$ cat config.mk
export PLATFORM = sky130hd
export DESIGN_NAME = m4vt_round
export DESIGN_NICKNAME = d
export VERILOG_FILES = /design/src/rtl/core/m4vt_pkg.sv /design/src/rtl/core/m4vt_round.sv
export SDC_FILE = /design/constraint.sdc
export NUM_CORES = 1
export LEC_CHECK = 0
export BUFFER_PORTS_ARGS = -buffer_cell sky130_fd_sc_hd__buf_2
export CORE_MARGIN = 8
export CORE_UTILIZATION = 47
export DETAILED_ROUTE_END_ITERATION = 6
export GPL_ROUTABILITY_DRIVEN = 0
export PLACE_DENSITY = 0.85
export SYNTH_ARGS = -nofsm -noshare
export SYNTH_HDL_FRONTEND = slang
export SYNTH_SLANG_ARGS = --single-unit
$ cat constraint.sdc
create_clock -name vclk -period 3.3
set_input_delay 0.165 -clock vclk [all_inputs]
set_output_delay 0.165 -clock vclk [all_outputs]
set_load 0.02 [all_outputs]
$ cat src/rtl/core/m4vt_pkg.sv
// Shared types and constants for the 4x4 matrix / 4-vector transform unit.
// Holds the beat structs, the item kind codes and the default number format.
// No dependencies.
package m4vt_pkg;

    localparam int FIELD_W       = 32;
    localparam int DATA_WIDTH_DEF = 32;
    localparam int FRAC_BITS_DEF  = 16;
    localparam int DIM           = 4;
    localparam int IDX_W         = 4;

    typedef enum logic [0:0] {
        KIND_LOAD  = 1'b0,
        KIND_XFORM = 1'b1
    } t_kind;

    typedef struct packed {
        t_kind               kind;
        logic [IDX_W-1:0]    entry_index;
        logic [FIELD_W-1:0]  entry_value;
        logic [FIELD_W-1:0]  vec_x;
        logic [FIELD_W-1:0]  vec_y;
        logic [FIELD_W-1:0]  vec_z;
        logic [FIELD_W-1:0]  vec_w;
    } t_in_beat;

    typedef struct packed {
        logic [FIELD_W-1:0]  out_x;
        logic [FIELD_W-1:0]  out_y;
        logic [FIELD_W-1:0]  out_z;
        logic [FIELD_W-1:0]  out_w;
        logic                saturated;
    } t_out_beat;

    // Control that travels with a beat down the cell chain.
    typedef struct packed {
        logic              valid;
        t_kind             kind;
        logic [IDX_W-1:0]  idx;
    } t_ctl;

endpackage

$ cat src/rtl/core/m4vt_round.sv
// Rounds one accumulated row sum to the output format and saturates it.
// Depends on m4vt_pkg.
module m4vt_round import m4vt_pkg::*; #(
    parameter int DW = DATA_WIDTH_DEF,
    parameter int FB = FRAC_BITS_DEF
) (
    input  logic [2*DW+1:0]     i_acc,
    output logic [FIELD_W-1:0]  o_res,
    output logic                o_sat
);

    localparam int AW = 2*DW + 2;

    logic [AW-1:0]      w_sum;
    logic [AW-1:0]      w_shift;
    logic [AW-DW:0]     w_top;
    logic [DW-1:0]      w_val;

    // Round to nearest, ties up, then drop the fraction bits.
    assign w_sum   = i_acc + (AW'(1) << (FB - 1));
    assign w_shift = AW'($signed(w_sum) >>> FB);
    assign w_top   = w_shift[AW-1:DW-1];
    assign o_sat   = !((&w_top) || (~|w_top));

    always_comb begin
        if (o_sat) begin
            w_val = w_top[AW-DW] ? {1'b1, {(DW-1){1'b0}}} : {1'b0, {(DW-1){1'b1}}};
        end else begin
            w_val = w_shift[DW-1:0];
        end
    end

    generate
        if (DW >= FIELD_W) begin : g_cut
            assign o_res = w_val[FIELD_W-1:0];
        end else begin : g_ext
            assign o_res = {{(FIELD_W-DW){w_val[DW-1]}}, w_val};
        end
    endgenerate

endmodule

==> impl_metrics.yaml <==
timing:
  hold_viol_final: 0
  slew_headroom_pct: 74.2
  final.period_utilization_pct: 95.1
  layout_min_cycle_time_ns: 3.14
  setup_violations: 0
  tightest_slew_ns: 0.384
  fin_setup_tns_ns: 0
  slew_violations: 0
  rsz0062_at_grt: "false"
  max_freq_mhz: 319
  hold_ws_ns: 0.766
global_routing:
  grt_usage_pct: 18.2
  antenna_found_initial: 0
  grt-ovfl-total: 0
  grt_pass1_wl_um: 9690
  grt_max_degree: 32
  grt_pass1_vias: 2190
power:
  peakVddDrop_uv: 39.4
  p_clk_share_pct: 0
  switching_share_pct: 60.9
  power_frac_comb_pct: 100.0
  power_density_nw_per_um2: 88.4
  p_switching_w: 0.000124
  power_frac_seq_pct: 0
  power.internal_w: 0.0000792
  p_leak_nw: 0.892
drt:
  routed-wl-met2_um: 2920
  wire_per_inst_um: 15.5
  vias: 2195
  m1WireLength_um: 2410
  drtPass1Iterations: 4
  wirelength_um: 5790
  drt_first_iter_violations: 117
  top_layer: "met4"
  drtAntennaViolNets: 0
  drc: 0
  viasPerCell: 5.87
  wl_met3_um: 356
setup_path:
  start_kind: "input pin"
  end_kind: "output pin"
  worst-setup-path-type: "in -> out"
  path_depth: 10
  cp_cell_sequence: "buf_2, nand4_1, or4_4, or4b_4, o21ai_1, nand4_1, nor4_2, or2_4, mux2_1, buf_2"
  crit_required_ns: 3.13
  worst-path-buf-inv: 2
  cpPeakStageDelay_ns: 0.62
  path_max_fanout: 6
  cp.arrival_ns: 2.97
  cp_top_family: "simple AND/OR/NAND/NOR gates"
  cpMaxStageDelayCell: "or4_4"
cells_and_area:
  design.seq.count: 0
  seq_area_um2: 0
  multiInputGateArea_um2: 1660
  fill_cells: 333
  syn2layout_area_growth_pct: 32.2
  nets: 395
  drive_above_1_share_pct: 45.1
  utilization_pct: 63.6
  insertedDiodeCount: 0
  nClkBuffers: 0
placed_design:
  place_hpwl_um: 4720
  port_buffers: 84
synthesis:
  syn_inst: 245
  syn_area_um2: 1730
  syn_avg_cell_area_um2: 7.08
  ys_types: 47
  yosysSeqAreaShare_pct: 0
  syn_nets: 312
  ys_warn_count: 0
job:
  maxCapViolations: 0
min_path:
  hold_class: "in -> out"
  min_delay_path_depth: 4
run_status:
  status: "finished, final reports clean"
clock_network:
  cts_setup_buffers: 0
  cts_hold_buf: 0
floorplanning:
  ios: 99
  fp.coreArea_um2: 3610
  start_util_pct: 48.1
  dieArea_um2: 5890
  die_h_um: 76.7
  rows: 22
  die_x_um: 76.7
kinds of logic (layout without fill, tap and decap cells):
| group | Yosys count | after routing | synth area share [%] |
|---|---|---|---|
| AND/OR/NAND/NOR | 134 | 134 | 49.9 |
| AO/OA/AOI/OAI | 46 | 46 | 20.7 |
| XOR/XNOR | 42 | 42 | 21.2 |
| buffers and inverters | 20 | 101 | 6.28 |
| multiplexers | 2 | 2 | 1.23 |
| adder cells (fa/ha/maj) | 1 | 1 | 0.721 |
worst paths after layout:
check | from | end
worst max-delay path | i_acc[41] | o_res[0]
worst min-delay path | i_acc[24] | o_res[8]
tightest hold or removal path, cell delays in order:
cell and delay, ns:
buf_2 0.10, xnor2_1 0.13, a21oi_2 0.05, buf_2 0.15
power by group through the flow:
stage | Sequential [W] | Combinational (W) | Clock [W]
3_5_place_dp | 0 | 0.000200 | 0
3_3_place_gp | 0 | 0.000195 | 0
4_1_cts | 0 | 0.000201 | 0
5_1_grt | 0 | 0.000221 | 0
6_report | 0 | 0.000203 | 0
2_1_floorplan | 0 | 0.000110 | 0
Yosys cell counts (2+ instances only):
library cell / count / area share, %
a21oi_2: 29 / 15
nand4_1: 22 / 7.9
xnor2_1: 22 / 11
xor2_1: 20 / 10
nand2_1: 17 / 3.7
nand3_1: 16 / 4.6
and3_1: 14 / 5.1
nor2_1: 12 / 2.6
and4_1: 11 / 5.6
a21oi_1: 6 / 1.7
and2_1: 6 / 2.2
nor3_1: 6 / 1.7
buf_2: 5 / 1.4
inv_1: 5 / 1.1
clkbuf_1: 4 / 0.87
nor4_1: 4 / 1.4
or2_2: 4 / 1.4
buf_6: 3 / 1.9
nor4_2: 3 / 2.2
or4_1: 3 / 1.3
nor3_2: 2 / 1.2
nor3b_1: 2 / 0.87
nor4b_1: 2 / 1.0
o211ai_1: 2 / 0.87
o21ai_0: 2 / 0.58
o21ai_1: 2 / 0.58
cells in the final DEF, fill, tap and decap left out, drive strengths merged, types with 2 or more instances in the layout:
master,instances
buf,94
xnor2,22
nor2,12
and4,12
or4,3
o21ai,4
a21oi,35
nand4,23
and3,14
and2,6
nor3b,2
nand3,16
o211ai,2
inv,6
nand2,17
nor3,8
or2,5
nor4,8
nor4b,3
xor2,20
layout make-up:
class,count,share of cell area (%)
Inverter,6,0.983
Tap cell,48,2.62
Multi-Input combinational cell,225,72.6
Timing Repair Buffer,95,23.8
per-layer routing:
layer  vias to the layer above  GRT usage [%]
met2                        82           33.4
met5                         -              0
met3                        12           3.38
met1                      1014           21.2
li1                       1087              -
met4                         0           3.27
stage by stage:
step | total power, W | worst slack, ns | std cells | area, um^2
2_1_floorplan | 0.000110 | 0.333 | 245 | 1730
4_1_cts | 0.000201 | 0.139 | 373 | 2230
5_1_grt | 0.000221 | 0.0218 | 374 | 2290
3_3_place_gp | 0.000195 | 0.153 | 373 | 2230
3_5_place_dp | 0.000200 | 0.147 | 373 | 2230
6_report | 0.000203 | 0.162 | 374 | 2290
timing repair:
item / in CTS / in global routing
gates resized for setup: 0 / 8
setup endpoints to repair: 0 / 32
endpoints found under the hold margin: 0 / 0
Power figures use the tool's default switching activity.
